===== src/rtl/core/offline_stack_top_tracker_macros.svh =====
// ----------------------------------------------------------------------------
// Offline stack top tracker assertion macros
// Shared concurrent assertion forms, clocked on clock and disabled in reset.
// ----------------------------------------------------------------------------
`ifndef OFFLINE_STACK_TOP_TRACKER_MACROS_SVH
`define OFFLINE_STACK_TOP_TRACKER_MACROS_SVH

// The consequent must hold in the same cycle as the antecedent.
`define OST_ASSERT_NOW(label, ante, cons, msg) \
   label: assert property (@(posedge clock) disable iff (reset) (ante) |-> (cons)) \
      else $error(msg);

// The consequent must hold in the cycle after the antecedent.
`define OST_ASSERT_NEXT(label, ante, cons, msg) \
   label: assert property (@(posedge clock) disable iff (reset) (ante) |=> (cons)) \
      else $error(msg);

`endif


===== src/rtl/core/ost_pkg.sv =====
// ----------------------------------------------------------------------------
// Offline stack top tracker package
// Sizes, payload types, datapath command codes and balance helpers.
// ----------------------------------------------------------------------------
package ost_pkg;

   // Tree geometry.
   localparam int POSITIONS = 1024;
   localparam int DEPTH     = $clog2(POSITIONS);
   localparam int NODE_W    = DEPTH + 1;
   localparam int NODES     = 2 * POSITIONS;
   localparam int DEPTH_W   = $clog2(DEPTH + 1);

   // Field widths.
   localparam int POS_W = 11;
   localparam int VAL_W = 20;
   localparam int BAL_W = 12;

   localparam logic [BAL_W-1:0] BAL_PLUS_ONE  = BAL_W'(1);
   localparam logic [BAL_W-1:0] BAL_MINUS_ONE = '1;
   localparam logic [NODE_W-1:0] ROOT_NODE    = NODE_W'(1);

   // Datapath command codes.
   localparam int OP_W = 4;
   localparam logic [OP_W-1:0] OP_NONE   = 4'd0;
   localparam logic [OP_W-1:0] OP_CLEAR  = 4'd1;
   localparam logic [OP_W-1:0] OP_ACCEPT = 4'd2;
   localparam logic [OP_W-1:0] OP_U_RD   = 4'd3;
   localparam logic [OP_W-1:0] OP_U_WR   = 4'd4;
   localparam logic [OP_W-1:0] OP_F_RD   = 4'd5;
   localparam logic [OP_W-1:0] OP_F_WR   = 4'd6;
   localparam logic [OP_W-1:0] OP_UP     = 4'd7;
   localparam logic [OP_W-1:0] OP_R_RD   = 4'd8;
   localparam logic [OP_W-1:0] OP_R_EV   = 4'd9;
   localparam logic [OP_W-1:0] OP_C_RD   = 4'd10;
   localparam logic [OP_W-1:0] OP_C_EV   = 4'd11;
   localparam logic [OP_W-1:0] OP_S_RD   = 4'd12;
   localparam logic [OP_W-1:0] OP_LOAD   = 4'd13;

   typedef struct packed {
      logic             action;
      logic [POS_W-1:0] position;
      logic [VAL_W-1:0] push_value;
   } req_type;

   typedef struct packed {
      logic             top_valid;
      logic [VAL_W-1:0] top_value;
   } rsp_type;

   typedef struct packed {
      logic [OP_W-1:0]    op;
      logic [DEPTH_W-1:0] depth;
      logic [NODE_W-1:0]  clr_addr;
   } cmd_type;

   typedef struct packed {
      logic in_range;
      logic root_full;
      logic child_full;
      logic root_positive;
      logic child_positive;
      logic rsp_busy;
   } status_type;

   // A balance is positive when it is nonzero with a clear sign bit.
   function automatic logic bal_positive(input logic [BAL_W-1:0] v);
      return !v[BAL_W-1] && (v != '0);
   endfunction

   // Signed maximum, ties take the first operand.
   function automatic logic [BAL_W-1:0] bal_max(input logic [BAL_W-1:0] a,
                                               input logic [BAL_W-1:0] b);
      return ($signed(a) >= $signed(b)) ? a : b;
   endfunction

endpackage


===== src/rtl/core/ost_controller.sv =====
// ----------------------------------------------------------------------------
// Offline stack top tracker controller
// Sequences the clearing pass, the range update walk and the top search.
// ----------------------------------------------------------------------------
module ost_controller (
   input  logic                clock,
   input  logic                reset,
   input  logic                req_valid,
   output logic                req_stall,
   input  ost_pkg::status_type status,
   output ost_pkg::cmd_type    cmd
);

   localparam logic [3:0] S_CLEAR = 4'd0;
   localparam logic [3:0] S_IDLE  = 4'd1;
   localparam logic [3:0] S_U_RD  = 4'd2;
   localparam logic [3:0] S_U_WR  = 4'd3;
   localparam logic [3:0] S_F_RD  = 4'd4;
   localparam logic [3:0] S_F_WR  = 4'd5;
   localparam logic [3:0] S_UP    = 4'd6;
   localparam logic [3:0] S_R_RD  = 4'd7;
   localparam logic [3:0] S_R_EV  = 4'd8;
   localparam logic [3:0] S_C_RD  = 4'd9;
   localparam logic [3:0] S_C_EV  = 4'd10;
   localparam logic [3:0] S_S_RD  = 4'd11;
   localparam logic [3:0] S_DONE  = 4'd12;

   logic [3:0]                  state_ff, state_in;
   logic [ost_pkg::DEPTH_W-1:0] depth_ff, depth_in;
   logic [ost_pkg::NODE_W-1:0]  clr_ff, clr_in;

   // Next state and command decode.
   always_comb begin
      state_in     = state_ff;
      depth_in     = depth_ff;
      clr_in       = clr_ff;
      cmd.op       = ost_pkg::OP_NONE;
      cmd.depth    = depth_ff;
      cmd.clr_addr = clr_ff;
      unique case (state_ff)
         S_CLEAR: begin
            cmd.op = ost_pkg::OP_CLEAR;
            clr_in = clr_ff + ost_pkg::NODE_W'(1);
            if (clr_ff == ost_pkg::NODE_W'(ost_pkg::NODES - 1)) begin
               state_in = S_IDLE;
            end
         end
         S_IDLE: begin
            cmd.op   = ost_pkg::OP_ACCEPT;
            depth_in = '0;
            if (req_valid) begin
               priority if (!status.in_range) begin
                  state_in = S_R_RD;
               end else if (status.root_full) begin
                  state_in = S_F_RD;
               end else begin
                  state_in = S_U_RD;
               end
            end
         end
         S_U_RD: begin
            cmd.op   = ost_pkg::OP_U_RD;
            state_in = S_U_WR;
         end
         S_U_WR: begin
            cmd.op   = ost_pkg::OP_U_WR;
            depth_in = depth_ff + ost_pkg::DEPTH_W'(1);
            state_in = status.child_full ? S_F_RD : S_U_RD;
         end
         S_F_RD: begin
            cmd.op   = ost_pkg::OP_F_RD;
            state_in = S_F_WR;
         end
         S_F_WR: begin
            cmd.op = ost_pkg::OP_F_WR;
            if (depth_ff == '0) begin
               state_in = S_R_RD;
            end else begin
               depth_in = depth_ff - ost_pkg::DEPTH_W'(1);
               state_in = S_UP;
            end
         end
         S_UP: begin
            cmd.op = ost_pkg::OP_UP;
            if (depth_ff == '0) begin
               state_in = S_R_RD;
            end else begin
               depth_in = depth_ff - ost_pkg::DEPTH_W'(1);
            end
         end
         S_R_RD: begin
            cmd.op   = ost_pkg::OP_R_RD;
            state_in = S_R_EV;
         end
         S_R_EV: begin
            cmd.op   = ost_pkg::OP_R_EV;
            depth_in = '0;
            state_in = status.root_positive ? S_C_RD : S_DONE;
         end
         S_C_RD: begin
            cmd.op   = ost_pkg::OP_C_RD;
            state_in = S_C_EV;
         end
         S_C_EV: begin
            cmd.op = ost_pkg::OP_C_EV;
            priority if (!status.child_positive) begin
               state_in = S_DONE;
            end else if (depth_ff == ost_pkg::DEPTH_W'(ost_pkg::DEPTH - 1)) begin
               state_in = S_S_RD;
            end else begin
               depth_in = depth_ff + ost_pkg::DEPTH_W'(1);
               state_in = S_C_RD;
            end
         end
         S_S_RD: begin
            cmd.op   = ost_pkg::OP_S_RD;
            state_in = S_DONE;
         end
         S_DONE: begin
            if (!status.rsp_busy) begin
               cmd.op   = ost_pkg::OP_LOAD;
               state_in = S_IDLE;
            end
         end
         default: begin
            state_in = S_CLEAR;
         end
      endcase
   end

   // Control registers.
   always_ff @(posedge clock) begin
      if (reset) begin
         state_ff <= S_CLEAR;
         depth_ff <= '0;
         clr_ff   <= '0;
      end else begin
         state_ff <= state_in;
         depth_ff <= depth_in;
         clr_ff   <= clr_in;
      end
   end

   assign req_stall = (state_ff != S_IDLE);

endmodule


===== config.mk =====
export PLATFORM = sky130hd
export DESIGN_NAME = ost_controller
export DESIGN_NICKNAME = d
export VERILOG_FILES = /design/src/rtl/core/offline_stack_top_tracker_macros.svh /design/src/rtl/core/ost_pkg.sv /design/src/rtl/core/ost_controller.sv
export SDC_FILE = /design/constraint.sdc
export NUM_CORES = 1
export LEC_CHECK = 0
export BUFFER_PORTS_ARGS = -buffer_cell sky130_fd_sc_hd__buf_2
export CAP_MARGIN = 20
export CORE_MARGIN = 1
export CORE_UTILIZATION = 55
export CTS_BUF_LIST = sky130_fd_sc_hd__clkbuf_4 sky130_fd_sc_hd__clkbuf_8 sky130_fd_sc_hd__clkbuf_16
export CTS_CLUSTER_SIZE = 8
export DETAILED_ROUTE_END_ITERATION = 12
export PLACE_DENSITY = 0.83
export REMOVE_ABC_BUFFERS = 1
export SLEW_MARGIN = 20
export SYNTH_ARGS = -nofsm -noshare
export SYNTH_HDL_FRONTEND = slang
export SYNTH_SLANG_ARGS = --single-unit
export TNS_END_PERCENT = 30

===== constraint.sdc =====
create_clock -name clock -period 2.9 [get_ports clock]
set_input_delay 0.87 -clock clock [delete_from_list [all_inputs] [get_ports clock]]
set_output_delay 0.87 -clock clock [all_outputs]
set_load 0.01 [all_outputs]

# Word level (Yosys, flattened, before mapping)
# Cells that the tools add are included.
dict set report word_totals {
  ff_bits 19
  out_inout_bits 20
}
dict set report classes {
  n_addsub 3
  n_eq_ne 22
  muxes 18
  reduce_logical 7
}
# op n
set ops {}
lappend ops {{$pmux W4 S13} 2}
lappend ops {{$mux W4} 8}
lappend ops {{$eq A4 B4 Y1 const B} 6}
lappend ops {{$eq A4 B3 Y1 const B} 4}
lappend ops {{$pmux W4 S4} 1}
lappend ops {{$mux W3} 5}
lappend ops {{$ne A2 B2 Y1 const B} 7}
lappend ops {{$add A11 B1 Y11 const B} 1}
lappend ops {{$eq A11 B11 Y1 const B} 1}
lappend ops {{$eq A4 B2 Y1 const B} 2}
lappend ops {{$logic_not A4 Y1} 2}
lappend ops {{$reduce_and A4 Y1} 2}
lappend ops {{$add A4 B1 Y4 const B} 1}
lappend ops {{$eq A4 B1 Y1 const B} 1}
lappend ops {{$ne A4 B1 Y1 const B} 1}
lappend ops {{$reduce_bool A4 Y1} 1}
lappend ops {{$reduce_or A2 Y1} 2}
lappend ops {{$sub A4 B1 Y4 const B} 1}
lappend ops {{$mux W2} 1}
lappend ops {{$mux W1} 1}

# Depth between registers and ports, before layout
dict set report depth {
  ltp_word 4
  depth_mapped 11
  depth_no_buf 9
}

# Worst setup path before layout
# OpenSTA, ideal clock, no wires.
dict set report synth_timing {
  path_type {in2out}
  startpoint {input port status[0] in the netlist's numbering}
  endpoint {output port cmd[15] in the netlist's numbering}
  arrival_time_ps 1319
  setup_slack_ps 711
  path_stages 2
  path_buffers 0
  path_cell_list {or2_1 -> a31oi_1}
}
# element line
set synth_rtl {}
lappend synth_rtl {{start: declaration} ost_controller.sv:10} ;# input ost_pkg::status_type status,
lappend synth_rtl {{end: declaration} ost_controller.sv:11} ;# output ost_pkg::cmd_type cmd

==> impl_metrics.json <==
{
  "path_clk_slew_ns": 0.11,
  "placedCellCount": 211,
  "fillCellCount": 208,
  "drive_above_1_share": 0.2353,
  "track_usage": 0.2394,
  "hpwlAfterDp_um": 2200,
  "status": "finished, final reports clean",
  "stdcell_count": 215,
  "ys_ff_latch": 19,
  "cts_tree": "yes",
  "netlist_instances": 162,
  "multi_input_area_um2": 868.3,
  "worstSetupStartpointType": "flop",
  "wire_per_inst_um": 13.71,
  "p_int_w": 0.0006022,
  "drt-total-wl_um": 2948,
  "yosysWarnings": 0,
  "yosysUniqueCellTypes": 50,
  "hp-class": "reg -> reg",
  "portBuffers": 28,
  "grt_max_degree": 23,
  "cpPeakStageDelay_ns": 0.66,
  "max-clock-path-buffers": 2,
  "ff2ff_path_depth": 9,
  "cpMaxStageDelayCell": "dfxtp_1",
  "timing.fmax_ghz": 0.3922,
  "netSwitchingPower_w": 0.0004792,
  "pwr-share-seq": 0.350,
  "p_comb_frac": 0.527,
  "start_util": 0.5893,
  "worstSetupPathType": "reg -> out",
  "cts-resized-gates": 0,
  "drt-pass1-iter-count": 4,
  "vias": 1277,
  "setup_violations": 0,
  "worst_pin_slew_ns": 0.6983,
  "setup_tns_ns": 0,
  "fin_crit_ns": 2.550,
  "synth-edff-count": 0,
  "path_cells": "or2_1 > o21ai_0 > a32o_1 > buf_2",
  "slew_violations": 0,
  "seqCellArea_um2": 380.4,
  "synthArstFlopShare": 0,
  "insertion_delay_ns": 0.29,
  "drv_cap": 0,
  "vdd_ir_drop_max_mv": 0.5792,
  "antenna_left": 0,
  "worst_setup_path_end_kind": "primary output",
  "htreeDepth": 1,
  "num_antenna_cells": 0,
  "fin_crit_sh": 0.8792,
  "rows": 17,
  "p_per_area_mw_per_mm2": 720.9,
  "die_h_um": 51.15,
  "synth_flop_cell": "dfxtp_1",
  "vias_per_cell": 5.940,
  "p_leak_nw": 0.6028,
  "ys_seq_area_frac": 0.2863,
  "clkSinkCount": 19,
  "place.gp.congestion": 0.8762,
  "initialDrtViolationCount": 23,
  "io_pins": 29,
  "die_x_um": 51.15,
  "rsz0062_at_grt": "no",
  "crit_arrival_ns": 1.68,
  "antenna_found_initial": 0,
  "whs_path_depth": 2,
  "cts_hold_buffers": 0,
  "worstPathRequired_ns": 2.03,
  "post_synth.cell_area_avg_um2": 8.202,
  "core_mm2": 0.002255,
  "synth_area_mm2": 0.001329,
  "die_area_mm2": 0.002616,
  "hold_viol": 0,
  "grt_pass1_wl_um": 4788,
  "cts-root-buf": "clkbuf_4",
  "post-route-drc-count": 0,
  "grt_pass1_vias": 1113,
  "nNetsFinal": 200,
  "area_delta_synth_final_pct": 12.90,
  "fin_worst_skew_ns": 0.0005587,
  "overflow": 0,
  "maxSlewHeadroom": 0.5301,
  "p_sw_frac": 0.4431,
  "clkPwrFrac": 0.123,
  "cp_max_fo": 13,
  "postCtsSetupBuffers": 0,
  "cts_buffers": 3
}
[critical path, delay by kind of cell, from the launching register on]
family | cells | cell delay (ns)
AO/OA/AOI/OAI | 2 | 0.32
buffers and inverters | 1 | 0.13
flip-flops | 1 | 0.66
AND/OR/NAND/NOR | 1 | 0.27
[layer usage]
metal | GRT usage | wire length, µm
met5 | 0 | 0
met4 | 0.09722 | 27
met3 | 0.02976 | 83
met2 | 0.4101 | 1490
met1 | 0.3000 | 1347
[cell usage in the layout (no fill, tap or decap), types with 2 or more instances in the layout]
master and count:
nand4_1 2, inv_1 4, xnor2_1 4, nand2b_1 4
dfxtp_1 19, o21ai_1 8, a2bb2oi_1 2, o31a_1 2
nor3_1 3, or3_1 7, nor2b_1 3, xor2_1 5
nand3_1 2, o22ai_1 2, buf_4 4, or2_1 2
nand2_1 15, clkbuf_4 3, ha_1 3, buf_2 28
a31oi_1 4, nor2_1 14, o21ai_0 4, nor3b_1 3
and3_1 2, nor4_4 2, a32oi_1 2, a21oi_1 11
o22a_1 2
[Yosys cell counts (3+ instances only)]
cell	n	area, µm²
dfxtp_1	19	380.4
o21ai_0	4	20.02
nand2b_1	4	25.02
nor2b_1	3	18.77
or3_1	7	43.79
inv_1	4	15.01
nor2_1	14	52.55
nand2_1	15	56.30
nor3b_1	3	22.52
a31oi_1	4	25.02
o21ai_1	8	40.04
xnor2_1	4	35.03
clkbuf_1	7	26.28
a21oi_1	11	55.05
nor3_1	3	15.01
xor2_1	5	43.79
ha_1	3	37.54
[cell families after synthesis]
| logic type | count (synthesis) | synth area share |
|---|---|---|
| XOR/XNOR | 10 | 0.08004 |
| flip-flops | 19 | 0.2862 |
| adder cells (fa/ha/maj) | 3 | 0.02825 |
| multiplexers | 1 | 0.007533 |
| AND/OR/NAND/NOR | 67 | 0.3088 |
| buffers and inverters | 16 | 0.06026 |
| AO/OA/AOI/OAI | 46 | 0.2288 |
[power by group through the flow]
stage | Sequential (W) | Combinational, W | Clock (W)
after global routing | 0.000387 | 0.000623 | 0.000147
after floorplan | 0.000427 | 0.000356 | 0
after CTS | 0.000378 | 0.000570 | 0.000136
after detailed placement | 0.000384 | 0.000569 | 0
final | 0.000378 | 0.000570 | 0.000133
after global placement | 0.000381 | 0.000545 | 0
[flip-flops by register name (all words and copies together) (netlist names)]
name	flops
clr_ff	11
depth_ff	4
state_ff	4
[through the flow]
| stage | power (W) | utilization | hold WS, ns | setup slack [ns] | cell area [µm²] |
|---|---|---|---|---|---|
| 6_report | 0.001081 | 0.6654 | 0.5136 | 0.3502 | 1500 |
| 5_1_grt | 0.001157 | 0.6654 | 0.5449 | 0.2685 | 1500 |
| 4_1_cts | 0.001084 | 0.6654 | 0.5154 | 0.3604 | 1500 |
| 3_5_place_dp | 0.0009526 | 0.6532 | 0.4997 | 0.5002 | 1473 |
| 3_3_place_gp | 0.0009262 | 0.6532 | 0.4803 | 0.5518 | 1473 |
| 2_1_floorplan | 0.0007837 | - | 0.5091 | 0.6894 | 1267 |
[path summary, 6_finish.rpt]
path | slack [ns] | from | endpoint
max | 0.35 | state_ff[0]$_SDFFE_PP0P_ | cmd[18]
min | 0.51 | clr_ff[5]$_SDFFE_PP0P_ | clr_ff[5]$_SDFFE_PP0P_
max reg2reg | 0.60 | state_ff[3]$_SDFFE_PP0P_ | depth_ff[3]$_SDFFE_PP0P_
min reg2reg | 0.51 | clr_ff[5]$_SDFFE_PP0P_ | clr_ff[5]$_SDFFE_PP0P_
[area by class of cell]
type,instances,area share
Sequential cell,19,0.2535
Multi-Input combinational cell,127,0.5788
Inverter,5,0.01251
Tap cell,28,0.02335
Clock inverter,1,0.003336
Timing Repair Buffer,32,0.1134
Clock buffer,3,0.01501
Power figures use the tool's default switching activity.
